<file path="config.mk">
export PLATFORM = sky130hd
export DESIGN_NAME = kf2_mul
export DESIGN_NICKNAME = d
export VERILOG_FILES = /design/src/rtl/kf2_pkg.sv /design/src/rtl/kf2_mul.sv
export SDC_FILE = /design/constraint.sdc
export NUM_CORES = 2
export LEC_CHECK = 0
export BUFFER_PORTS_ARGS = -buffer_cell sky130_fd_sc_hd__buf_2
export CAP_MARGIN = 20
export CORE_UTILIZATION = 45
export DETAILED_ROUTE_END_ITERATION = 6
export MAX_ROUTING_LAYER = met4
export SETUP_SLACK_MARGIN = 0.02
export SKIP_CTS_REPAIR_TIMING = 1
export SLEW_MARGIN = 20
export SYNTH_ARGS = -nofsm -noshare
export SYNTH_HDL_FRONTEND = slang
export SYNTH_SLANG_ARGS = --single-unit
</file>
<file path="constraint.sdc">
create_clock -name clk -period 11.5 [get_ports clk]
set_clock_uncertainty 0.15 [all_clocks]
set_input_delay 2.3 -clock clk [delete_from_list [all_inputs] [get_ports clk]]
set_output_delay 2.3 -clock clk [all_outputs]
set_load 0.005 [all_outputs]
</file>
<file path="src/rtl/kf2_pkg.sv">
// ----------------------------------------------------------------------------
// kf2_pkg
// Shared types, constants, sequencer states and saturating Q16.16 helpers
// for the two-state Kalman filter step.
// ----------------------------------------------------------------------------
package kf2_pkg;

  localparam int unsigned QW       = 32;
  localparam int unsigned DT_W     = 16;
  localparam int unsigned NOISE_W  = 31;
  localparam int unsigned CFG_W    = 31;
  localparam int unsigned CFG_IX_W = 2;
  localparam int unsigned FRAC_W   = 16;
  localparam int unsigned DVD_W    = QW + FRAC_W;
  localparam int unsigned DCNT_W   = $clog2(DVD_W);

  typedef logic signed [QW-1:0] q16_t;
  typedef logic signed [QW:0]   q16x_t;

  localparam q16_t Q_ONE = q16_t'(32'sd65536);
  localparam q16_t Q_MAX = q16_t'(32'sh7fff_ffff);
  localparam q16_t Q_MIN = q16_t'(32'sh8000_0000);

  localparam logic [DT_W-1:0]    DT_RST    = DT_W'(13107);
  localparam logic [NOISE_W-1:0] QNOISE_RST = NOISE_W'(655);
  localparam logic [NOISE_W-1:0] RNOISE_RST = NOISE_W'(655);

  typedef enum logic [CFG_IX_W-1:0] {
    CFG_TIME_STEP  = 2'd0,
    CFG_PROC_NOISE = 2'd1,
    CFG_MEAS_NOISE = 2'd2
  } cfg_idx_t;

  typedef enum logic [5:0] {
    ST_IDLE, ST_XP0, ST_XP1, ST_PRED, ST_SNS, ST_DET0, ST_DET1, ST_DET2, ST_CHK,
    ST_INVG, ST_INVW,
    ST_K0A, ST_K0B, ST_K1A, ST_K1B, ST_K2A, ST_K2B, ST_K3A, ST_K3B,
    ST_E0A, ST_E0B, ST_E1A, ST_E1B, ST_E2,
    ST_C0A, ST_C0B, ST_C1A, ST_C1B, ST_C2A, ST_C2B, ST_C3A, ST_C3B, ST_C4,
    ST_OUT
  } kf2_state_t;

  function automatic q16_t q_sat33(input q16x_t s);
    q16_t r;
    if (s[QW] != s[QW-1]) begin
      r = s[QW] ? Q_MIN : Q_MAX;
    end else begin
      r = s[QW-1:0];
    end
    return r;
  endfunction

  function automatic q16_t q_add(input q16_t a, input q16_t b);
    q16x_t s;
    s = {a[QW-1], a} + {b[QW-1], b};
    return q_sat33(s);
  endfunction

  function automatic q16_t q_sub(input q16_t a, input q16_t b);
    q16x_t s;
    s = {a[QW-1], a} - {b[QW-1], b};
    return q_sat33(s);
  endfunction

endpackage

</file>
<file path="src/rtl/kf2_mul.sv">
// ----------------------------------------------------------------------------
// kf2_mul
// Shared Q16.16 multiplier: registered 32x32 product, then round to nearest
// (half up), floor shift and saturate to 32 bits.
// ----------------------------------------------------------------------------
module kf2_mul (
  input  logic          clk,
  input  kf2_pkg::q16_t a,
  input  kf2_pkg::q16_t b,
  output kf2_pkg::q16_t res
);
  import kf2_pkg::*;

  logic signed [2*QW-1:0]        prod_r;
  logic signed [2*QW-1:0]        rnd;
  logic signed [2*QW-FRAC_W-1:0] sh;

  always_ff @(posedge clk) begin
    prod_r <= a * b;
  end

  always_comb begin
    rnd = prod_r + (2*QW)'(64'sd32768);
    sh  = rnd[2*QW-1:FRAC_W];
    if ((&sh[2*QW-FRAC_W-1:QW-1]) || !(|sh[2*QW-FRAC_W-1:QW-1])) begin
      res = sh[QW-1:0];
    end else begin
      res = sh[2*QW-FRAC_W-1] ? Q_MIN : Q_MAX;
    end
  end

endmodule

</file>
Word level (Yosys, flattened, before mapping)
Index checks and enable logic that the tools add are counted.
- input bits: 65
- register bits after elaboration: 64
- logic and storage cells: 9
- multipliers: 1
- add/sub/neg operators: 1
- mux-type cells: 2
- reduce and logical (&&, ||, !) cells: 4
- operator list (operator ; number):
    $add 64x17->64 const B ; 1
    $mul 32x32->64 ; 1
    $mux 32 ; 2
    $reduce_and 17->1 ; 1
    $reduce_or 17->1 ; 1
    $logic_not 1->1 ; 1
    $logic_or 1x1->1 ; 1

Longest topological paths before layout
- depth in word-level cells: 5
- gate-level depth with buffers: 29

Least setup slack after synthesis
Ideal clock, no wire load.
- path type: input-to-reg
- from: input a[31]
- to: register prod_r[63]
- path buffers: 2
- arrival time: 9.507 ns
- required time: 11.223 ns
- path slack: 1.715 ns
- stages on the path: 27
- path through: clkbuf_1 -> nand2_1 -> inv_1 -> fa_1 -> inv_1 -> fa_1 -> inv_1 -> fa_1 -> fa_1 -> inv_1 -> fa_1 -> inv_1 -> fa_1 -> fa_1 -> fa_1 -> ha_1 -> clkbuf_1 -> a21o_1 -> a21o_1 -> a21oi_1 -> o21a_1 -> o21ai_0 -> a221o_1 -> a21o_1 -> a21oi_1 -> o41ai_1 -> xnor2_1
- cells in the longest elaborated chain, start to end: 1
- RTL lines (what ; line ; text):
    from (decl) ; kf2_mul.sv:8 ; input kf2_pkg::q16_t a,
    $mul 32x32->64 ; kf2_mul.sv:19 ; prod_r <= a * b;
    to (signal assigned) ; kf2_mul.sv:19 ;
    to (decl) ; kf2_mul.sv:14 ; logic signed [2*QW-1:0] prod_r;
No other way between the ends.

Worst setup path after layout
- from: input b[8]
- to: register prod_r[36]
- cells in the longest elaborated chain, start to end: 1
- RTL lines (what ; line ; text):
    from (decl) ; kf2_mul.sv:9 ; input kf2_pkg::q16_t b,
    $mul 32x32->64 ; kf2_mul.sv:19 ;
No other way between the ends.

==> results.toml <==
[outcome]
status = "completed"

[global_route]
grt_start_max_net_pins = 33
total_track_usage = 0.2755
grt_pass1_wl_um = 174000
global_route.overflow_total = 0
antenna_found_initial = 8
number_of_global_route_vias_before_repair = 30530

[layout]
register_bank_with_the_most_flops = "prod_r"
finish.utilization = 0.4748
layout.cells.most_common = "sky130_fd_sc_hd__fa_1"
final_nets = 5355
areaGrowthSynthToFinish_pct = 4.378
drive_above_1_share = 0.04244
post-route-cell-area_sq_um = 39740
layout.cells.most_common_list = "1,081 x sky130_fd_sc_hd__fa_1, 992 x sky130_fd_sc_hd__inv_1, 531 x sky130_fd_sc_hd__nand2_1"
largest_register_ffs = 49
fillers = 8095
finalNonFillerCells = 5172
reg_top3 = "prod_r x49"

[critical_path]
endpoint_kind = "flop"
required_ps = 11550
crit_family = "adder cells"
timing.critical_path.slowest_cell_delay_ps = 630
cpMaxStageDelayCell = "sky130_fd_sc_hd__buf_2"
crit_buf_inv = 6
worstSetupStartpointType = "input pin"
critPathKind = "input pin to flop"
critical_path.most_common_cell = "sky130_fd_sc_hd__fa_1"
critical_path_arrival_ps = 10480
path_max_fanout = 32

[drt]
drt_pass1_iterations = 5
detail_route.drc_violations = 0
met3RoutedLength_um = 4710
ant_nets = 0
initialDrtViolationCount = 1216
wl_per_cell_um = 20.80
detailroute.wirelength.met2_um = 55030
postRouteWirelength_um = 107600
vias = 26810
highest_routed_layer = "met4"
via_per_inst = 5.183
drt-met1-wl_um = 42520

[timing]
final_setup_violations = 0
final-hold-violation-count = 0
totalNegativeSetupSlack_ps = 0
clock.fmax_ghz = 0.09588
min_period_ps = 10430
worst_max_slew_pin_slew_ps = 908.9
timing.max_slew.rel_slack = 0.3941
max_slew_violation_count = 0
rsz0062_at_grt = "no"
fin_crit_sh = 0.9069

[flow_run]
max_cap_violations = 0

[placed_design]
gp_routability_congestion = 0.9354
place_hpwl_um = 87400
placed_cells = 5155
port_buffers = 96
dpl_cell_area_sq_um = 39540

[floorplanning]
core_ar_sq_um = 83690
floorplan.die.width_um = 292.9
count_of_standard_cell_rows = 106
io_pins = 97
die_area_sq_um = 85770
start_util = 0.4549
die-height_um = 292.9

[synth]
yosys_register_bits = 49
yosys_most_used_dff = "sky130_fd_sc_hd__dfxtp_1"
syn-instance-count = 4087
ys_top_cells_by_area = "sky130_fd_sc_hd__fa_1 57%, sky130_fd_sc_hd__inv_1 9.8%, sky130_fd_sc_hd__and2_1 8.6%"
synthDominantCellAreaShare = 0.5684
cell_type_contributing_the_most_total_cell_area_after_synthesis = "sky130_fd_sc_hd__fa_1"
synth_seq_area_share = 0.02577
fraction_of_synthesis_flops_using_an_asynchronous_set_or_reset_pin = 0
yosysUniqueCellTypes = 62
synth_edf_count = 0
warnings_from_yosys = 0
synth_area_sq_um = 38070
synth_area_per_cell_sq_um = 9.315
mappedNetlistNets = 5414

[min_path]
hold_path.startpoint = "prod_r[36]"
hold_path_class = "flop to output pin"
min_to = "res[20]"
whs_path_depth = 3

[cts]
cts_tree = "built"
htree_levels = 2
clkTransAtPathRegs_ps = 60
cts.root.buffer_cell = "sky130_fd_sc_hd__clkbuf_16"
cts.path.max_buffers = 2
clkSinkCount = 49
cts_made_buffers = 5
[cell usage after synthesis (3+ instances only)]
master	n
sky130_fd_sc_hd__a2111oi_0	4
sky130_fd_sc_hd__nor2_1	64
sky130_fd_sc_hd__nand3_1	29
sky130_fd_sc_hd__inv_1	992
sky130_fd_sc_hd__xor2_1	41
sky130_fd_sc_hd__nor3_1	10
sky130_fd_sc_hd__ha_1	181
sky130_fd_sc_hd__nand2b_1	17
sky130_fd_sc_hd__o21a_1	12
sky130_fd_sc_hd__o211ai_1	5
sky130_fd_sc_hd__a41oi_1	4
sky130_fd_sc_hd__dfxtp_1	49
sky130_fd_sc_hd__nand2_1	531
sky130_fd_sc_hd__fa_1	1081
sky130_fd_sc_hd__nand4_1	22
sky130_fd_sc_hd__and4_1	5
sky130_fd_sc_hd__a21oi_1	58
sky130_fd_sc_hd__a211oi_1	5
sky130_fd_sc_hd__o21ai_0	35
sky130_fd_sc_hd__a221o_1	4
sky130_fd_sc_hd__o21bai_1	19
sky130_fd_sc_hd__buf_2	3
sky130_fd_sc_hd__a21o_1	25
sky130_fd_sc_hd__clkbuf_1	209
sky130_fd_sc_hd__buf_6	3
sky130_fd_sc_hd__and2_1	521
sky130_fd_sc_hd__and3_1	18
sky130_fd_sc_hd__o21ai_1	31
sky130_fd_sc_hd__nor2b_1	5
sky130_fd_sc_hd__a31oi_1	8
sky130_fd_sc_hd__xnor2_1	56
sky130_fd_sc_hd__o31ai_1	3
[how the worst max path moves through the flow]
stage	start	to	slack (ps)	depth (start not counted)
3_3_place_gp	a[10]	prod_r[36]	930	25
6_report	b[8]	prod_r[36]	1070	26
5_1_grt	a[31]	prod_r[62]	630	28
3_5_place_dp	a[31]	prod_r[63]	780	26
2_1_floorplan	a[31]	prod_r[63]	1720	27
4_1_cts	a[31]	prod_r[63]	1100	26
[stage by stage]
stage          hold slack, ps  setup slack, ps
4_1_cts                  3104             1105
6_report                 3074             1070
3_3_place_gp             2770            932.7
5_1_grt                  3142            631.4
3_5_place_dp             2778            778.5
2_1_floorplan            2630             1715
[kinds of logic (layout without fill, tap and decap cells)]
family	after synthesis	in the layout	synth area share
compound gates	231	231	0.03872
xor+xnor	97	97	0.02232
fa+ha+maj	1262	1262	0.6279
buf+inv	1208	1150	0.1199
flops	49	49	0.02577
mux	3	3	0.0008545
other cells	0	9	0
simple gates	1237	1237	0.1645
[per-layer routing]
layer / vias up / GRT usage
met5: - / -
met4: 0 / 0.1096
met3: 214 / 0.02830
met2: 711 / 0.4792
met1: 14270 / 0.3275
li1: 11610 / -
[worst min-delay path: cells and delay by family (launching register included)]
family	cells	cell delay, ps
flip-flops	1	350
AO/OA/AOI/OAI	1	100
buffers and inverters	1	110
XOR/XNOR	1	70
[cell type report]
| cell class | instances | area [sq um] | area share |
|---|---|---|---|
| Clock buffer | 5 | 125.1 | 0.003149 |
| Antenna cell | 9 | 22.52 | 0.0005668 |
| Inverter | 992 | 3724 | 0.09371 |
| Sequential cell | 49 | 980.9 | 0.02469 |
| Timing Repair Buffer | 150 | 885.9 | 0.02229 |
| Clock inverter | 3 | 47.55 | 0.001197 |
| Multi-Input combinational cell | 2830 | 32530 | 0.8187 |
| Tap cell | 1134 | 1419 | 0.03571 |
Power is not shown: default switching activity piles up to over one toggle a cycle in this logic, so the estimate is an artifact.
