==> config.mk <==
export PLATFORM = sky130hd
export DESIGN_NAME = kf2_div
export DESIGN_NICKNAME = d
export VERILOG_FILES = /design/src/rtl/kf2_pkg.sv /design/src/rtl/kf2_div.sv
export SDC_FILE = /design/constraint.sdc
export NUM_CORES = 1
export LEC_CHECK = 0
export BUFFER_PORTS_ARGS = -buffer_cell sky130_fd_sc_hd__buf_2
export CAP_MARGIN = 5
export CORE_UTILIZATION = 60
export CTS_CLUSTER_SIZE = 14
export DETAILED_ROUTE_END_ITERATION = 16
export PLACE_DENSITY = 0.8
export SETUP_SLACK_MARGIN = 0.15
export SLEW_MARGIN = 10
export SYNTH_ARGS = -nofsm -noshare
export SYNTH_HDL_FRONTEND = slang
export SYNTH_SLANG_ARGS = --single-unit
export TNS_END_PERCENT = 30
==> constraint.sdc <==
create_clock -name clk -period 3.7 [get_ports clk]
set_clock_uncertainty 0.2 [all_clocks]
set_input_delay 0.185 -clock clk [delete_from_list [all_inputs] [get_ports clk]]
set_output_delay 0.185 -clock clk [all_outputs]
set_load 0.01 [all_outputs]
==> src/rtl/kf2_pkg.sv <==
// ----------------------------------------------------------------------------
// kf2_pkg
// Shared types, constants, sequencer states and saturating Q16.16 helpers
// for the two-state Kalman filter step.
// ----------------------------------------------------------------------------
package kf2_pkg;

  localparam int unsigned QW       = 32;
  localparam int unsigned DT_W     = 16;
  localparam int unsigned NOISE_W  = 31;
  localparam int unsigned CFG_W    = 31;
  localparam int unsigned CFG_IX_W = 2;
  localparam int unsigned FRAC_W   = 16;
  localparam int unsigned DVD_W    = QW + FRAC_W;
  localparam int unsigned DCNT_W   = $clog2(DVD_W);

  typedef logic signed [QW-1:0] q16_t;
  typedef logic signed [QW:0]   q16x_t;

  localparam q16_t Q_ONE = q16_t'(32'sd65536);
  localparam q16_t Q_MAX = q16_t'(32'sh7fff_ffff);
  localparam q16_t Q_MIN = q16_t'(32'sh8000_0000);

  localparam logic [DT_W-1:0]    DT_RST    = DT_W'(13107);
  localparam logic [NOISE_W-1:0] QNOISE_RST = NOISE_W'(655);
  localparam logic [NOISE_W-1:0] RNOISE_RST = NOISE_W'(655);

  typedef enum logic [CFG_IX_W-1:0] {
    CFG_TIME_STEP  = 2'd0,
    CFG_PROC_NOISE = 2'd1,
    CFG_MEAS_NOISE = 2'd2
  } cfg_idx_t;

  typedef enum logic [5:0] {
    ST_IDLE, ST_XP0, ST_XP1, ST_PRED, ST_SNS, ST_DET0, ST_DET1, ST_DET2, ST_CHK,
    ST_INVG, ST_INVW,
    ST_K0A, ST_K0B, ST_K1A, ST_K1B, ST_K2A, ST_K2B, ST_K3A, ST_K3B,
    ST_E0A, ST_E0B, ST_E1A, ST_E1B, ST_E2,
    ST_C0A, ST_C0B, ST_C1A, ST_C1B, ST_C2A, ST_C2B, ST_C3A, ST_C3B, ST_C4,
    ST_OUT
  } kf2_state_t;

  function automatic q16_t q_sat33(input q16x_t s);
    q16_t r;
    if (s[QW] != s[QW-1]) begin
      r = s[QW] ? Q_MIN : Q_MAX;
    end else begin
      r = s[QW-1:0];
    end
    return r;
  endfunction

  function automatic q16_t q_add(input q16_t a, input q16_t b);
    q16x_t s;
    s = {a[QW-1], a} + {b[QW-1], b};
    return q_sat33(s);
  endfunction

  function automatic q16_t q_sub(input q16_t a, input q16_t b);
    q16x_t s;
    s = {a[QW-1], a} - {b[QW-1], b};
    return q_sat33(s);
  endfunction

endpackage

==> src/rtl/kf2_div.sv <==
// ----------------------------------------------------------------------------
// kf2_div
// Restoring divider, one quotient bit per cycle: (num * 2^16) / den,
// truncated toward zero and saturated to 32 bits.
// ----------------------------------------------------------------------------
module kf2_div (
  input  logic          clk,
  input  logic          rst_n,
  input  logic          start,
  input  kf2_pkg::q16x_t num,
  input  kf2_pkg::q16_t den,
  output logic          done,
  output kf2_pkg::q16_t quo
);
  import kf2_pkg::*;

  logic [DVD_W-1:0]  dvd_r;
  logic [DVD_W-1:0]  quo_r;
  logic [QW-1:0]     rem_r;
  logic [QW-1:0]     dmag_r;
  logic              neg_r;
  logic [DCNT_W-1:0] cnt_r;
  logic              busy_r;
  logic              done_r;

  q16x_t             num_neg;
  logic [QW-1:0]     num_mag;
  logic [QW-1:0]     den_mag;
  logic [QW:0]       trial;
  logic [QW:0]       diff;
  logic              ge;
  logic              big_pos;
  logic              big_neg;

  always_comb begin
    num_neg = -num;
    num_mag = num[QW] ? num_neg[QW-1:0] : num[QW-1:0];
    den_mag = den[QW-1] ? QW'(-den) : QW'(den);
    trial   = {rem_r, dvd_r[DVD_W-1]};
    diff    = trial - {1'b0, dmag_r};
    ge      = (trial >= {1'b0, dmag_r});
  end

  always_ff @(posedge clk) begin
    if (!rst_n) begin
      busy_r <= 1'b0;
      done_r <= 1'b0;
      cnt_r  <= '0;
    end else begin
      done_r <= 1'b0;
      if (start) begin
        busy_r <= 1'b1;
        cnt_r  <= '0;
      end else if (busy_r) begin
        cnt_r <= cnt_r + 1'b1;
        if (cnt_r == DCNT_W'(DVD_W - 1)) begin
          busy_r <= 1'b0;
          done_r <= 1'b1;
        end
      end
    end
  end

  always_ff @(posedge clk) begin
    if (start) begin
      dvd_r  <= {num_mag, {FRAC_W{1'b0}}};
      quo_r  <= '0;
      rem_r  <= '0;
      dmag_r <= den_mag;
      neg_r  <= num[QW] ^ den[QW-1];
    end else if (busy_r) begin
      rem_r <= ge ? diff[QW-1:0] : trial[QW-1:0];
      quo_r <= {quo_r[DVD_W-2:0], ge};
      dvd_r <= {dvd_r[DVD_W-2:0], 1'b0};
    end
  end

  always_comb begin
    big_pos = |quo_r[DVD_W-1:QW-1];
    big_neg = (|quo_r[DVD_W-1:QW]) || (quo_r[QW-1] && (|quo_r[QW-2:0]));
    if (neg_r) begin
      quo = big_neg ? Q_MIN : q16_t'(-quo_r[QW-1:0]);
    end else begin
      quo = big_pos ? Q_MAX : q16_t'(quo_r[QW-1:0]);
    end
  end

  assign done = done_r;

endmodule

# ---- After elaboration in Yosys (flattened, before gate mapping)
# Index checks and enable logic that the tools add are counted.
dict set report totals {
  register_bits 153
  input_bits 68
  output_inout_bits 33
}
dict set report op_classes {
  add_sub_neg 5
  magnitude_cmp 1
  eq_ne 1
  muxes 12
  bitwise_logic 3
  reduce_logical 8
}
# op n
set op_table {}
lappend op_table {{$mux 32} 5}
lappend op_table {{$mux 48} 2}
lappend op_table {{$neg 32->32} 3}
lappend op_table {{$ge 33x32->1} 1}
lappend op_table {{$sub 32x32->32} 1}
lappend op_table {{$mux 31} 1}
lappend op_table {{$reduce_or 31->1} 1}
lappend op_table {{$reduce_or 17->1} 1}
lappend op_table {{$reduce_or 16->1} 1}
lappend op_table {{$add 6x1->6 const B} 1}
lappend op_table {{$eq 6x6->1 const B} 1}
lappend op_table {{$mux 1} 4}
lappend op_table {{$reduce_or 3->1} 1}
lappend op_table {{$not 1->1} 2}
lappend op_table {{$reduce_bool 2->1} 1}
lappend op_table {{$reduce_or 2->1} 1}
lappend op_table {{$logic_and 1x1->1} 1}
lappend op_table {{$logic_or 1x1->1} 1}
lappend op_table {{$xor 1x1->1} 1}

# ---- Depth between registers and ports, before layout
# Gate-level depths: netlist of run 1.
dict set report depth {
  word_depth 5
  depth_mapped 12
}

# ---- Least setup slack after synthesis of run 1
# Ideal clock, no wire load.
dict set report synth_timing {
  path_kind {register -> register}
  from {register dmag_r[12]}
  to {register rem_r[0]}
  setup_ps 122
  arrival_ps 2943
  required_ps 3378
  path_slack_ps 435
  path_stages_with_launch 12
  synth_period_minus_slack_ps 3265
  path_cell_list {edfxtp_1 inv_1 ha_1 clkbuf_1 a21oi_1 o21ai_0 a221oi_1 o22ai_1 or4_1 a311o_1 clkbuf_1 o311a_1}
}
dict set report synth_between {
  elab_chain_len 2
}
# element line_no
set synth_lines {}
lappend synth_lines {{start: declaration} kf2_div.sv:20} ;# logic [QW-1:0] dmag_r;
lappend synth_lines {{start signal: assignment} kf2_div.sv:69} ;# dmag_r <= den_mag;
lappend synth_lines {{$ge 33x32->1} kf2_div.sv:41} ;# ge = (trial >= {1'b0, dmag_r});
lappend synth_lines {{$mux 32} kf2_div.sv:72} ;# rem_r <= ge ? diff[QW-1:0] : trial[QW-1:0];
lappend synth_lines {{end signal: assignment} kf2_div.sv:72}
lappend synth_lines {{end: declaration} kf2_div.sv:19} ;# logic [QW-1:0] rem_r;
# Every way passes these cells.
# A chain may end at the register's enable or synchronous reset.

# ---- Final worst setup path of run 1
dict set report layout_timing {
  from {register quo_r[14]}
  to {output quo[29]}
}
dict set report layout_between {
  elab_chain_len 5
  word_cells_on_any_way 6
  classes_between {1 x add/sub; 2 x mux; 3 x reduce/logical}
}
# element line_no
set layout_lines {}
lappend layout_lines {{start: declaration} kf2_div.sv:18} ;# logic [DVD_W-1:0] quo_r;
lappend layout_lines {{start signal: assignment} kf2_div.sv:73} ;# quo_r <= {quo_r[DVD_W-2:0], ge};
lappend layout_lines {{branches (longest 3 deep; another with $neg 32->32)} -}
lappend layout_lines {{$mux 32 *} kf2_div.sv:82} ;# quo = big_neg ? Q_MIN : q16_t'(-quo_r[QW-1:0]);
lappend layout_lines {{$mux 32 *} kf2_div.sv:81} ;# if (neg_r) begin
lappend layout_lines {{end: declaration} kf2_div.sv:13} ;# output kf2_pkg::q16_t quo
# Mark *: on every way between the ends.

==> metrics.txt, run 1 <==
# TYPE chip_impl_metric gauge
chip_impl_metric{name="count_of_flip_flops_with_a_built_in_enable_after_synthesis",unit=""} 65
chip_impl_metric{name="finalHoldViolCount",unit=""} 0
chip_impl_metric{name="dpl.hpwl",unit="mm"} 15.8
chip_impl_metric{name="wire_per_inst",unit="um"} 18.5
chip_impl_info{name="outcome",value="finished with violations"} 1
chip_impl_metric{name="clockPowerShare",unit=""} 0.386
chip_impl_metric{name="worstPathMaxFanout",unit=""} 6
chip_impl_metric{name="floorplan.initialDensity",unit=""} 0.619
chip_impl_metric{name="synth-seq-cells",unit=""} 153
chip_impl_metric{name="tritoncts_num_sinks",unit=""} 153
chip_impl_metric{name="fillers",unit=""} 1045
chip_impl_metric{name="drcViolationCount",unit=""} 0
chip_impl_metric{name="number_of_nets_with_antenna_violations_after_detailed_routing",unit=""} 0
chip_impl_metric{name="clkLatencyLatePin",unit="ns"} 0.45
chip_impl_metric{name="pint",unit="mW"} 3.46
chip_impl_metric{name="core_area",unit="sq um"} 16000
chip_impl_metric{name="synth_cell_type_count",unit=""} 75
chip_impl_metric{name="vdd_drop_max",unit="mV"} 0.376
chip_impl_metric{name="drt-pass1-iter-count",unit=""} 6
chip_impl_metric{name="number_of_antenna_violations_at_the_first_check_in_global_routing",unit=""} 0
chip_impl_info{name="path_class",value="reg2out"} 1
chip_impl_metric{name="power.net_switching",unit="mW"} 1.42
chip_impl_info{name="critPathLaunch",value="quo_r[14]"} 1
chip_impl_metric{name="layout_min_cycle_time",unit="ns"} 3.86
chip_impl_metric{name="arrival",unit="ns"} 3.48
chip_impl_metric{name="design_power_total",unit="mW"} 4.88
chip_impl_metric{name="port_buffers",unit=""} 100
chip_impl_metric{name="number_of_vias_in_the_routed_layout",unit=""} 9731
chip_impl_metric{name="core.rowCount",unit=""} 46
chip_impl_metric{name="final_max_slew_viol_count",unit=""} 0
chip_impl_metric{name="postLayoutCoreUtil",unit=""} 0.790
chip_impl_info{name="endpoint_kind",value="primary output"} 1
chip_impl_metric{name="sequentialPowerShare",unit=""} 0.394
chip_impl_metric{name="layout-drive-gt1-share",unit=""} 0.182
chip_impl_metric{name="swShare",unit=""} 0.291
chip_impl_metric{name="globalplace.congestion",unit=""} 0.880
chip_impl_metric{name="setup_slack_of_the_critical_path_after_layout",unit="ns"} -0.161
chip_impl_metric{name="via_count_of_the_first_global_routing_pass",unit=""} 8789
chip_impl_metric{name="synthesis.yosys.warnings",unit=""} 0
chip_impl_metric{name="yosysTopAreaCellShare",unit=""} 0.197
chip_impl_metric{name="power_per_cell_area",unit="nW/um^2"} 386
chip_impl_metric{name="leakagePower",unit="nW"} 5.12
chip_impl_metric{name="r2r.worst_path.cells",unit=""} 13
chip_impl_metric{name="syn-instance-count",unit=""} 1154
chip_impl_info{name="r2r-end",value="rem_r[5]"} 1
chip_impl_metric{name="die-height",unit="um"} 130
chip_impl_metric{name="max-slew-margin-rel",unit=""} 0.284
chip_impl_metric{name="synth.cell_area",unit="sq um"} 9900
chip_impl_metric{name="grt_first_pass_wirelength",unit="mm"} 41.9
chip_impl_info{name="synth.most_common_cell",value="nor2_1"} 1
chip_impl_info{name="worstHoldPathType",value="in2reg"} 1
chip_impl_metric{name="routed_wirelength",unit="mm"} 28.7
chip_impl_metric{name="route.detailed.vias_per_inst",unit=""} 6.28
chip_impl_info{name="synth.cells.most_frequent",value="143 x nor2_1, 123 x nand2_1, 88 x dfxtp_1"} 1
chip_impl_metric{name="layout.nets",unit=""} 1424
chip_impl_metric{name="syn-num-nets",unit=""} 1259
chip_impl_info{name="timing.rr.start",value="dmag_r[10]"} 1
chip_impl_metric{name="grt_max_degree",unit=""} 164
chip_impl_metric{name="timing.reg2reg.setup_slack",unit="ns"} 0.30
chip_impl_info{name="cp-endpoint",value="quo[29]"} 1
chip_impl_info{name="buffer_cell_driving_the_clock_tree_root",value="clkbuf_16"} 1
chip_impl_metric{name="synth.avg_cell_area",unit="sq um"} 8.58
chip_impl_metric{name="drtIter0Drc",unit=""} 949
chip_impl_metric{name="power_frac_comb",unit=""} 0.220
chip_impl_metric{name="die_area",unit="sq um"} 17000
chip_impl_metric{name="place_ws",unit="ns"} 0.171
chip_impl_info{name="failing_checks",value="negative setup slack"} 1
chip_impl_metric{name="synth-seq-area-share",unit=""} 0.375
chip_impl_metric{name="numCtsBuffers",unit=""} 17
chip_impl_metric{name="die-width",unit="um"} 130
chip_impl_metric{name="io-pin-count",unit=""} 101
chip_impl_metric{name="achievable_frequency",unit="MHz"} 259
chip_impl_metric{name="gr-usage-all-layers",unit=""} 0.311
chip_impl_info{name="cp_launch_type",value="flop"} 1
chip_impl_metric{name="cts.clk_slew.worst_paths",unit="ns"} 0.06
chip_impl_metric{name="max-clock-path-buffers",unit=""} 2
chip_impl_info{name="tritoncts_clock_tree",value="built"} 1
chip_impl_metric{name="final-setup-viol-count",unit=""} 26
chip_impl_info{name="synth_flop_cell",value="dfxtp_1"} 1
chip_impl_metric{name="clock_tree.htree_level_count",unit=""} 4
chip_impl_metric{name="crit_required",unit="ns"} 3.31
chip_impl_metric{name="synth-async-reset-ratio",unit=""} 0
chip_impl_metric{name="area_added_between_synthesis_and_finish",unit="%"} 27.7
chip_impl_metric{name="globalRoute.totalOverflow",unit=""} 0
chip_impl_metric{name="setup_total_negative_slack",unit="ns"} -1.44
chip_impl_metric{name="tightestPinTransition",unit="ns"} 1.07
chip_impl_info{name="unrepaired_setup_endpoints_after_global_routing",value="true"} 1
chip_impl_info{name="post-synth-top-area-cell",value="edfxtp_1"} 1
chip_impl_metric{name="max_cap_violations",unit=""} 0
chip_impl_info{name="netlist_top_cells_area",value="edfxtp_1 20%, dfxtp_1 18%, nor2_1 5.4%"} 1
chip_impl_metric{name="layout_worst_path_cycle_share",unit=""} 1.04
[registers in the layout, indices dropped and copies added (netlist names)]
name    flops
cnt_r       6
dvd_r      32
quo_r      48
busy_r      1
rem_r      32
neg_r       1
dmag_r     32
done        1
[through the flow]
stage / instances / instance area, sq um / hold slack (ns)
3_3_place_gp: 1425 / 10600 / 0.214
5_1_grt: 1548 / 12600 / 0.0342
6_report: 1549 / 12600 / 0.0425
4_1_cts: 1535 / 12200 / 0.00497
3_5_place_dp: 1425 / 10600 / 0.217
2_1_floorplan: 1154 / 9900 / 0.0839
[cell usage in the layout (no fill, tap or decap), drive strengths merged, types with 7 or more instances in the layout]
master       netlist  final
xnor2             49     49
nand2            124    124
o211ai             8      8
buf               12    138
or4               19     19
ha                36     36
nand3             26     26
dlygate4sd3        0     70
nand2b            16     16
clkbuf            53     24
nor4              11     11
edfxtp            65     65
o311ai            28     28
nor3              24     24
inv               66     68
o31ai             23     23
o21ai             66     66
nand4             11     11
dfxtp             88     88
a211oi             7      7
or3               14     14
xor2              40     40
a32oi              7      7
a21oi             67     67
mux2i             52     52
a311oi            18     18
nor2             143    143
o41ai             15     15
[kinds of logic after synthesis]
kind of cell / Yosys count / share of synthesized area
AOI/OAI and AO/OA: 279 / 0.194
xor gates and xnor gates: 89 / 0.0788
adders and majority gates: 37 / 0.0475
buffers and inverters: 132 / 0.0512
DFF: 153 / 0.375
muxes: 53 / 0.0537
and+or+nand+nor: 411 / 0.200
[area by class of cell]
cell class                 instances  area, sq um  share of cell area
multi-input combinational        869         6120               0.484
sequential                       153         3740               0.296
antenna                            1         2.50            0.000198
inverter                          67          251              0.0199
clock inverter                    11          130              0.0103
tap                              216          270              0.0214
timing repair buffer             211         1620               0.128
clock buffer                      21          508              0.0402
[power groups by stage]
stage          sequential (mW)  clock, mW  combinational [mW]
2_1_floorplan             1.94          0               0.640
3_3_place_gp              1.96          0               0.858
3_5_place_dp              1.96          0               0.878
4_1_cts                   1.92       1.89               0.981
5_1_grt                   1.93       1.96                1.17
6_report                  1.92       1.88                1.08
[per-layer routing]
layer	vias to the layer above	track usage	wire [um]
met5	-	0	0
li1	4539	-	-
met3	97	0.0643	1980
met1	4640	0.408	12000
met2	455	0.511	13800
met4	0	0.112	840
[how the worst min path moves through the flow]
stage	from	end	slack, ns	cells past startpoint
floorplan	den[0]	dmag_r[0]	0.08	0
global placement	den[0]	dmag_r[0]	0.21	1
detailed placement	den[0]	dmag_r[0]	0.22	1
CTS	num[2]	dvd_r[18]	0.005	3
global route	num[2]	dvd_r[18]	0.03	3
finish	num[2]	dvd_r[18]	0.04	3
[worst max-delay path: stages (launching register included)]
cell      delay, ns
dfxtp_4        0.37
or4_4          0.58
nor4_4         0.24
buf_4          0.20
nand4b_4       0.12
or4b_4         0.57
or3_4          0.38
mux2_4         0.28
o21ai_2        0.11
a21oi_1        0.05
buf_2          0.16
[timing repair]
| action | CTS | global route |
|---|---|---|
| endpoints found under the hold margin | 71 | 0 |
| hold buffers | 70 | 0 |
| gates resized for setup | 35 | 44 |
| gates cloned | 0 | 3 |
| pin swaps | 6 | 19 |
| setup buffers | 8 | 10 |
| setup endpoints to repair | 29 | 69 |
No activity file was read; power rests on OpenSTA's default activity.
==> run 2: changes to the inputs <==
--- a/config.mk
+++ b/config.mk
@@ -7,6 +7,7 @@
 export LEC_CHECK = 0
 export BUFFER_PORTS_ARGS = -buffer_cell sky130_fd_sc_hd__buf_2
 export CAP_MARGIN = 5
+export CORE_ASPECT_RATIO = 0.7
 export CORE_UTILIZATION = 60
 export CTS_CLUSTER_SIZE = 14
 export DETAILED_ROUTE_END_ITERATION = 16
==> constraint.sdc (replaced) <==
create_clock -name clk -period 3.7 [get_ports clk]
set_clock_uncertainty 0.2 [all_clocks]
set_input_delay 0.37 -clock clk [delete_from_list [all_inputs] [get_ports clk]]
set_output_delay 0.37 -clock clk [all_outputs]
set_load 0.01 [all_outputs]
==> run 2 against run 1 <==
The run still ends with negative setup slack left. Critical path depth is 2 higher. Worst setup slack worse by 0.11 ns. Fmax is 2.7% lower. Final area is 6.8% lower. Largest power group unchanged. Power is 7.1% lower. Global-route usage is 2.6 points lower. Via count is 6.7% lower. Hold slack worse by 0.015 ns. Sequential cell count stayed put. Sequential share of layout area is 2.1 points higher. Core utilization is 4.4 points lower.
==> metrics.txt, run 2 (synthesis results as in run 1) <==
# TYPE chip_impl_metric gauge
chip_impl_info{name="outcome",value="finished with violations"} 1
chip_impl_info{name="failing_checks",value="negative setup slack"} 1
chip_impl_metric{name="hold-path-cell-count",unit=""} 2
chip_impl_metric{name="floorplan.initialDensity",unit=""} 0.627
chip_impl_info{name="timing.rr.start",value="rem_r[11]"} 1
chip_impl_metric{name="numCtsBuffers",unit=""} 17
chip_impl_info{name="largest_register",value="quo_r"} 1
chip_impl_metric{name="routed_wirelength",unit="mm"} 24.6
chip_impl_metric{name="final-setup-viol-count",unit=""} 16
chip_impl_info{name="crit_path_top_delay_cell",value="o41ai_1"} 1
chip_impl_metric{name="drtIter0Drc",unit=""} 1015
chip_impl_metric{name="cts.clk_slew.worst_paths",unit="ns"} 0.06
chip_impl_metric{name="via_count_of_the_first_global_routing_pass",unit=""} 7979
chip_impl_metric{name="fillers",unit=""} 1132
chip_impl_metric{name="layout.nets",unit=""} 1366
chip_impl_metric{name="area_added_between_synthesis_and_finish",unit="%"} 18.9
chip_impl_metric{name="vdd_drop_max",unit="mV"} 0.358
chip_impl_metric{name="crit_required",unit="ns"} 3.13
chip_impl_metric{name="final_max_slew_viol_count",unit=""} 0
chip_impl_metric{name="largest_register_ff_count",unit=""} 48
chip_impl_metric{name="r2r.worst_path.cells",unit=""} 11
chip_impl_info{name="endpoint_kind",value="primary output"} 1
chip_impl_metric{name="core_area",unit="sq um"} 15800
chip_impl_metric{name="die_area",unit="sq um"} 17000
chip_impl_metric{name="worstPathMaxFanout",unit=""} 10
chip_impl_metric{name="number_of_nets_with_antenna_violations_after_detailed_routing",unit=""} 0
chip_impl_metric{name="number_of_antenna_violations_at_the_first_check_in_global_routing",unit=""} 1
chip_impl_info{name="critical-path-top-delay-family",value="simple AND/OR/NAND/NOR gates"} 1
chip_impl_metric{name="grt_max_degree",unit=""} 87
chip_impl_metric{name="multiInputGateArea",unit="sq um"} 6000
chip_impl_metric{name="leakagePower",unit="nW"} 4.78
chip_impl_metric{name="setup_slack_of_the_critical_path_after_layout",unit="ns"} -0.267
chip_impl_metric{name="finalHoldViolCount",unit=""} 0
chip_impl_metric{name="grt_first_pass_wirelength",unit="mm"} 38.9
chip_impl_info{name="unrepaired_setup_endpoints_after_global_routing",value="true"} 1
chip_impl_metric{name="tritoncts_num_sinks",unit=""} 153
chip_impl_info{name="cp_launch_type",value="flop"} 1
chip_impl_metric{name="postLayoutCoreUtil",unit=""} 0.746
chip_impl_metric{name="globalRoute.totalOverflow",unit=""} 0
chip_impl_metric{name="die-width",unit="um"} 156
chip_impl_info{name="tritoncts_clock_tree",value="built"} 1
chip_impl_metric{name="critical-path-max-stage-delay",unit="ns"} 0.51
chip_impl_info{name="worst_hold_endpoint",value="busy_r"} 1
chip_impl_metric{name="max-clock-path-buffers",unit=""} 2
chip_impl_metric{name="power_per_cell_area",unit="nW/um^2"} 386
chip_impl_info{name="holdCritStartpoint",value="rst_n"} 1
chip_impl_metric{name="port_buffers",unit=""} 100
chip_impl_metric{name="die-height",unit="um"} 109
chip_impl_metric{name="gr-usage-all-layers",unit=""} 0.285
chip_impl_metric{name="dpl.hpwl",unit="mm"} 16.7
chip_impl_metric{name="arrival",unit="ns"} 3.40
chip_impl_info{name="layout_common_cells",value="143 x nor2_1, 123 x nand2_1, 98 x buf_2"} 1
chip_impl_metric{name="wire_per_inst",unit="um"} 16.5
chip_impl_info{name="worstHoldPathType",value="in2reg"} 1
chip_impl_metric{name="detailed_place.area",unit="sq um"} 10800
chip_impl_metric{name="stdcell_area",unit="sq um"} 11800
chip_impl_info{name="mostFrequentLayoutCell",value="nor2_1"} 1
chip_impl_metric{name="io-pin-count",unit=""} 101
chip_impl_metric{name="drcViolationCount",unit=""} 0
chip_impl_metric{name="n_antenna_cell",unit=""} 0
chip_impl_metric{name="timing.reg2reg.setup_slack",unit="ns"} 0.25
chip_impl_metric{name="max-slew-margin-rel",unit=""} 0.474
chip_impl_info{name="path_class",value="reg2out"} 1
chip_impl_metric{name="globalplace.congestion",unit=""} 0.906
chip_impl_metric{name="layout_min_cycle_time",unit="ns"} 3.97
chip_impl_metric{name="drt-pass1-iter-count",unit=""} 5
chip_impl_metric{name="clock_tree.htree_level_count",unit=""} 4
chip_impl_metric{name="max_cap_violations",unit=""} 0
chip_impl_metric{name="design_power_total",unit="mW"} 4.54
chip_impl_metric{name="tightestPinTransition",unit="ns"} 0.789
chip_impl_metric{name="core.rowCount",unit=""} 38
chip_impl_metric{name="achievable_frequency",unit="MHz"} 252
chip_impl_metric{name="clkLatencyLatePin",unit="ns"} 0.43
chip_impl_metric{name="layout_worst_path_cycle_share",unit=""} 1.07
chip_impl_metric{name="sequential_cell_area",unit="sq um"} 3720
chip_impl_info{name="worstPathCellList",value="inv_1 -> ha_2 -> or3b_4 -> nor4_4 -> nand4_2 -> o41ai_4 -> buf_6 -> nand2_8 -> o41ai_1 -> nand2_1 -> o311ai_2 -> buf_2"} 1
chip_impl_info{name="buffer_cell_driving_the_clock_tree_root",value="clkbuf_16"} 1
chip_impl_metric{name="route.detailed.vias_per_inst",unit=""} 6.08
chip_impl_info{name="r2r-end",value="rem_r[9]"} 1
chip_impl_metric{name="number_of_vias_in_the_routed_layout",unit=""} 9082
chip_impl_metric{name="layout-drive-gt1-share",unit=""} 0.197
chip_impl_metric{name="critPathBufInv",unit=""} 3
[run 2: changes by cell type in the layout (fill, tap and decap cells not counted), sizes merged]
cell,delta
diode,-1
bufinv,-2
buf,+13
clkinvlp,+1
clkinv,-2
clkbuf,-5
inv,+6
dlygate4sd3,-69
[run 2: metrics by stage]
step	hold WS (ns)	cells	TNS, ns	setup slack, ns
after global placement	0.271	1451	0	0.177
after detailed placement	0.281	1451	0	0.122
after floorplan	0.253	1154	0	0.280
final	0.0274	1494	-1.11	-0.267
after CTS	0.0149	1491	-2.37	-0.171
after global routing	0.0175	1494	-4.27	-0.299
[run 2: worst max path at each step]
stage                           from  cells past startpoint  slack [ns]        end
final                       quo_r[0]                     12       -0.27    quo[17]
after global routing        quo_r[0]                     12       -0.30    quo[17]
after CTS                   quo_r[1]                     10       -0.17    quo[29]
after detailed placement  dmag_r[12]                     12        0.12  rem_r[13]
after global placement     quo_r[16]                      9        0.18    quo[29]
after floorplan            quo_r[15]                      8        0.28    quo[10]
[run 2: where the power goes]
group	leakage, nW	switching, mW	internal, mW
Sequential	1.35	0.0476	1.88
Clock	0.261	0.746	0.872
Combinational	3.17	0.579	0.417
Total	4.78	1.37	3.17
[run 2: cell type report]
cell class                 instances  area share
multi-input combinational        869       0.510
sequential                       153       0.316
timing repair buffer             153      0.0835
clock buffer                      18      0.0365
tap                              220      0.0234
inverter                          67      0.0214
clock inverter                    14     0.00935
[run 2: what timing repair did]
item | in CTS | in global routing
hold buffers | 1 | 0
cloned | 0 | 1
hold endpoints to repair | 1 | 0
resized for setup | 14 | 50
pin swaps | 9 | 12
buffers inserted | 7 | 2
setup endpoints to repair | 43 | 64
[run 2: worst reg2reg max path, cell delays in order (launching register included)]
cell and delay, ns:
dfxtp_1 0.34, ha_1 0.35, a21oi_2 0.17, o21ai_1 0.15, a221oi_4 0.38, o22ai_2 0.18, or4_4 0.51, buf_4 0.16
a311oi_4 0.31, buf_12 0.23, nand2_1 0.10, a311oi_2 0.28
[run 2: layer usage]
metal / wire, um / global-route usage / vias up / share of wire
met5: 0 / 0 / - / 0
met4: 331 / 0.0791 / 0 / 0.013
met3: 1770 / 0.0493 / 43 / 0.072
met2: 10800 / 0.418 / 393 / 0.44
met1: 11700 / 0.430 / 4233 / 0.48
li1: - / - / 4413 / -
==> run 3: changes to the inputs <==
--- a/config.mk
+++ b/config.mk
@@ -7,10 +7,11 @@
 export LEC_CHECK = 0
 export BUFFER_PORTS_ARGS = -buffer_cell sky130_fd_sc_hd__buf_2
 export CAP_MARGIN = 5
-export CORE_ASPECT_RATIO = 0.7
+export CORE_ASPECT_RATIO = 1.4
 export CORE_UTILIZATION = 60
 export CTS_CLUSTER_SIZE = 14
 export DETAILED_ROUTE_END_ITERATION = 16
+export GPL_TIMING_DRIVEN = 1
 export PLACE_DENSITY = 0.8
 export SETUP_SLACK_MARGIN = 0.15
 export SLEW_MARGIN = 10
==> run 3 against run 2 <==
The flow still finishes with violations (negative setup slack). First-iteration DRC count down 27%. Global-route usage down 0.88 points. Combinational power down 5.5%. Largest power group unchanged.
==> metrics.txt, run 3 (synthesis results as in run 1) <==
# TYPE chip_impl_metric gauge
chip_impl_metric{name="tritoncts_num_sinks",unit=""} 153
chip_impl_metric{name="drtIter0Drc",unit=""} 742
chip_impl_metric{name="clock_tree.htree_level_count",unit=""} 4
chip_impl_metric{name="gr-usage-all-layers",unit=""} 0.277
chip_impl_info{name="unrepaired_setup_endpoints_after_global_routing",value="true"} 1
chip_impl_info{name="critPathLaunch",value="quo_r[0]"} 1
chip_impl_metric{name="via_count_of_the_first_global_routing_pass",unit=""} 8545
chip_impl_metric{name="arrival",unit="ns"} 3.35
chip_impl_metric{name="number_of_vias_in_the_routed_layout",unit=""} 9014
chip_impl_metric{name="design_power_total",unit="mW"} 4.54
chip_impl_metric{name="r2r.worst_path.cells",unit=""} 10
chip_impl_metric{name="layout-drive-gt1-share",unit=""} 0.188
chip_impl_metric{name="hold-worst-slack",unit="ns"} 0.0417
chip_impl_info{name="buffer_cell_driving_the_clock_tree_root",value="clkbuf_16"} 1
chip_impl_metric{name="largest_register_ff_count",unit=""} 48
chip_impl_metric{name="max_cap_violations",unit=""} 0
chip_impl_metric{name="dpl.hpwl",unit="mm"} 15.9
chip_impl_metric{name="n_antenna_cell",unit=""} 0
chip_impl_info{name="layout_common_cells",value="143 x nor2_1, 121 x nand2_1, 99 x buf_2"} 1
chip_impl_metric{name="port_buffers",unit=""} 100
chip_impl_metric{name="globalRoute.totalOverflow",unit=""} 0
chip_impl_metric{name="floorplan.initialDensity",unit=""} 0.612
chip_impl_info{name="endpoint_kind",value="primary output"} 1
chip_impl_metric{name="die-height",unit="um"} 154
chip_impl_metric{name="drt-pass1-iter-count",unit=""} 5
chip_impl_info{name="r2r-end",value="rem_r[10]"} 1
chip_impl_metric{name="drcViolationCount",unit=""} 0
chip_impl_metric{name="layout.nets",unit=""} 1360
chip_impl_info{name="tritoncts_clock_tree",value="built"} 1
chip_impl_metric{name="crit_required",unit="ns"} 3.13
chip_impl_metric{name="achievable_frequency",unit="MHz"} 255
chip_impl_metric{name="grt_max_degree",unit=""} 170
chip_impl_metric{name="layout_worst_path_cycle_share",unit=""} 1.06
chip_impl_metric{name="place_ws",unit="ns"} 0.0678
chip_impl_info{name="path_class",value="reg2out"} 1
chip_impl_metric{name="setup_slack_of_the_critical_path_after_layout",unit="ns"} -0.216
chip_impl_metric{name="route.detailed.vias_per_inst",unit=""} 6.14
chip_impl_metric{name="core.rowCount",unit=""} 55
chip_impl_metric{name="layout_min_cycle_time",unit="ns"} 3.92
chip_impl_metric{name="tightestPinTransition",unit="ns"} 1.15
chip_impl_info{name="outcome",value="finished with violations"} 1
chip_impl_metric{name="cts.clk_slew.worst_paths",unit="ns"} 0.06
chip_impl_metric{name="wire_per_inst",unit="um"} 16.1
chip_impl_metric{name="globalplace.congestion",unit=""} 0.910
chip_impl_metric{name="die-width",unit="um"} 111
chip_impl_metric{name="clkLatencyLatePin",unit="ns"} 0.43
chip_impl_info{name="mostFrequentLayoutCell",value="nor2_1"} 1
chip_impl_metric{name="timing.reg2reg.setup_slack",unit="ns"} 0.28
chip_impl_metric{name="numCtsBuffers",unit=""} 17
chip_impl_metric{name="finalHoldViolCount",unit=""} 0
chip_impl_metric{name="grt_first_pass_wirelength",unit="mm"} 38.8
chip_impl_metric{name="final_max_slew_viol_count",unit=""} 0
chip_impl_metric{name="power_per_cell_area",unit="nW/um^2"} 390
chip_impl_metric{name="area_added_between_synthesis_and_finish",unit="%"} 17.6
chip_impl_metric{name="leakagePower",unit="nW"} 4.74
chip_impl_metric{name="max-slew-margin-rel",unit=""} 0.233
chip_impl_info{name="cp_launch_type",value="flop"} 1
chip_impl_metric{name="vdd_drop_max",unit="mV"} 0.313
chip_impl_metric{name="die_area",unit="sq um"} 17000
chip_impl_info{name="cp-endpoint",value="quo[23]"} 1
chip_impl_info{name="worstHoldPathType",value="in2reg"} 1
chip_impl_metric{name="max-clock-path-buffers",unit=""} 2
chip_impl_metric{name="core_area",unit="sq um"} 16200
chip_impl_info{name="timing.rr.start",value="rem_r[11]"} 1
chip_impl_metric{name="number_of_nets_with_antenna_violations_after_detailed_routing",unit=""} 0
chip_impl_info{name="largest_register",value="quo_r"} 1
chip_impl_info{name="failing_checks",value="negative setup slack"} 1
chip_impl_metric{name="final-setup-viol-count",unit=""} 29
chip_impl_metric{name="number_of_antenna_violations_at_the_first_check_in_global_routing",unit=""} 0
chip_impl_metric{name="io-pin-count",unit=""} 101
chip_impl_metric{name="worstPathMaxFanout",unit=""} 6
chip_impl_metric{name="routed_wirelength",unit="mm"} 23.6
## run 3: changes by cell type in the layout (fill, tap and decap cells not counted), moves of 3 or more
cell      change
inv_6         -4
o21ai_2       +7
a211oi_2      -3
buf_4         -9
o21ai_0       -5
o311ai_2      -3
o311ai_1      +5
a311oi_1      +3
a211oi_1      +3
a311oi_2      -3
## run 3: metal layers
layer  global-route usage  routed length, um
met1                0.318               9520
met2                0.489              12400
met3               0.0426                911
met4                0.153                826
met5                    0                  0
## run 3: worst max-delay path: stages (launching register included)
cell      delay (ns)
dfxtp_2         0.35
inv_1           0.15
ha_4            0.16
or3b_4          0.39
nor4_4          0.22
nand4_2         0.22
o41ai_4         0.44
buf_6           0.18
buf_4           0.13
nand2_4         0.09
o21ai_1         0.18
nand2_1         0.10
o311ai_1        0.12
buf_2           0.19
## run 3: through the flow
stage / instances / util / area [sq um] / setup TNS (ns)
after global routing: 1467 / 0.720 / 11600 / -4.80
after CTS: 1466 / 0.712 / 11500 / -0.516
after detailed placement: 1417 / 0.659 / 10700 / 0
final: 1467 / 0.720 / 11600 / -3.09
after floorplan: 1154 / - / 9900 / 0
after global placement: 1417 / 0.659 / 10700 / 0
## run 3: where the power goes
group	total (mW)	internal (mW)	switching [mW]
registers	1.93	1.88	0.0552
clock network	1.66	0.951	0.714
logic	0.941	0.393	0.548
total	4.54	3.22	1.32
## run 3: area by class of cell
type                            instances  area [sq um]
Inverter                               67           251
Clock buffer                           20           447
Multi-Input combinational cell        870          5940
Tap cell                              199           249
Fill cell                            1199          4530
Sequential cell                       153          3730
Timing Repair Buffer                  146           917
Clock inverter                         12           113
## run 3: worst min-delay path by stage
stage | to | cells past startpoint | slack [ns] | from
3_3_place_gp | quo_r[47] | 2 | 0.27 | quo_r[47]
2_1_floorplan | rem_r[29] | 2 | 0.25 | rem_r[29]
6_report | dmag_r[9] | 2 | 0.04 | den[9]
5_1_grt | dmag_r[9] | 2 | 0.04 | den[9]
4_1_cts | dmag_r[9] | 2 | 0.03 | den[9]
3_5_place_dp | rem_r[16] | 2 | 0.29 | rem_r[16]
## run 3: what timing repair did
action,CTS,global route
setup buffers,14,1
resized for setup,40,25
endpoints found under the setup margin,33,42
pin swaps,25,9
cloned,1,0
hold buffers,2,0
endpoints found under the hold margin,2,0
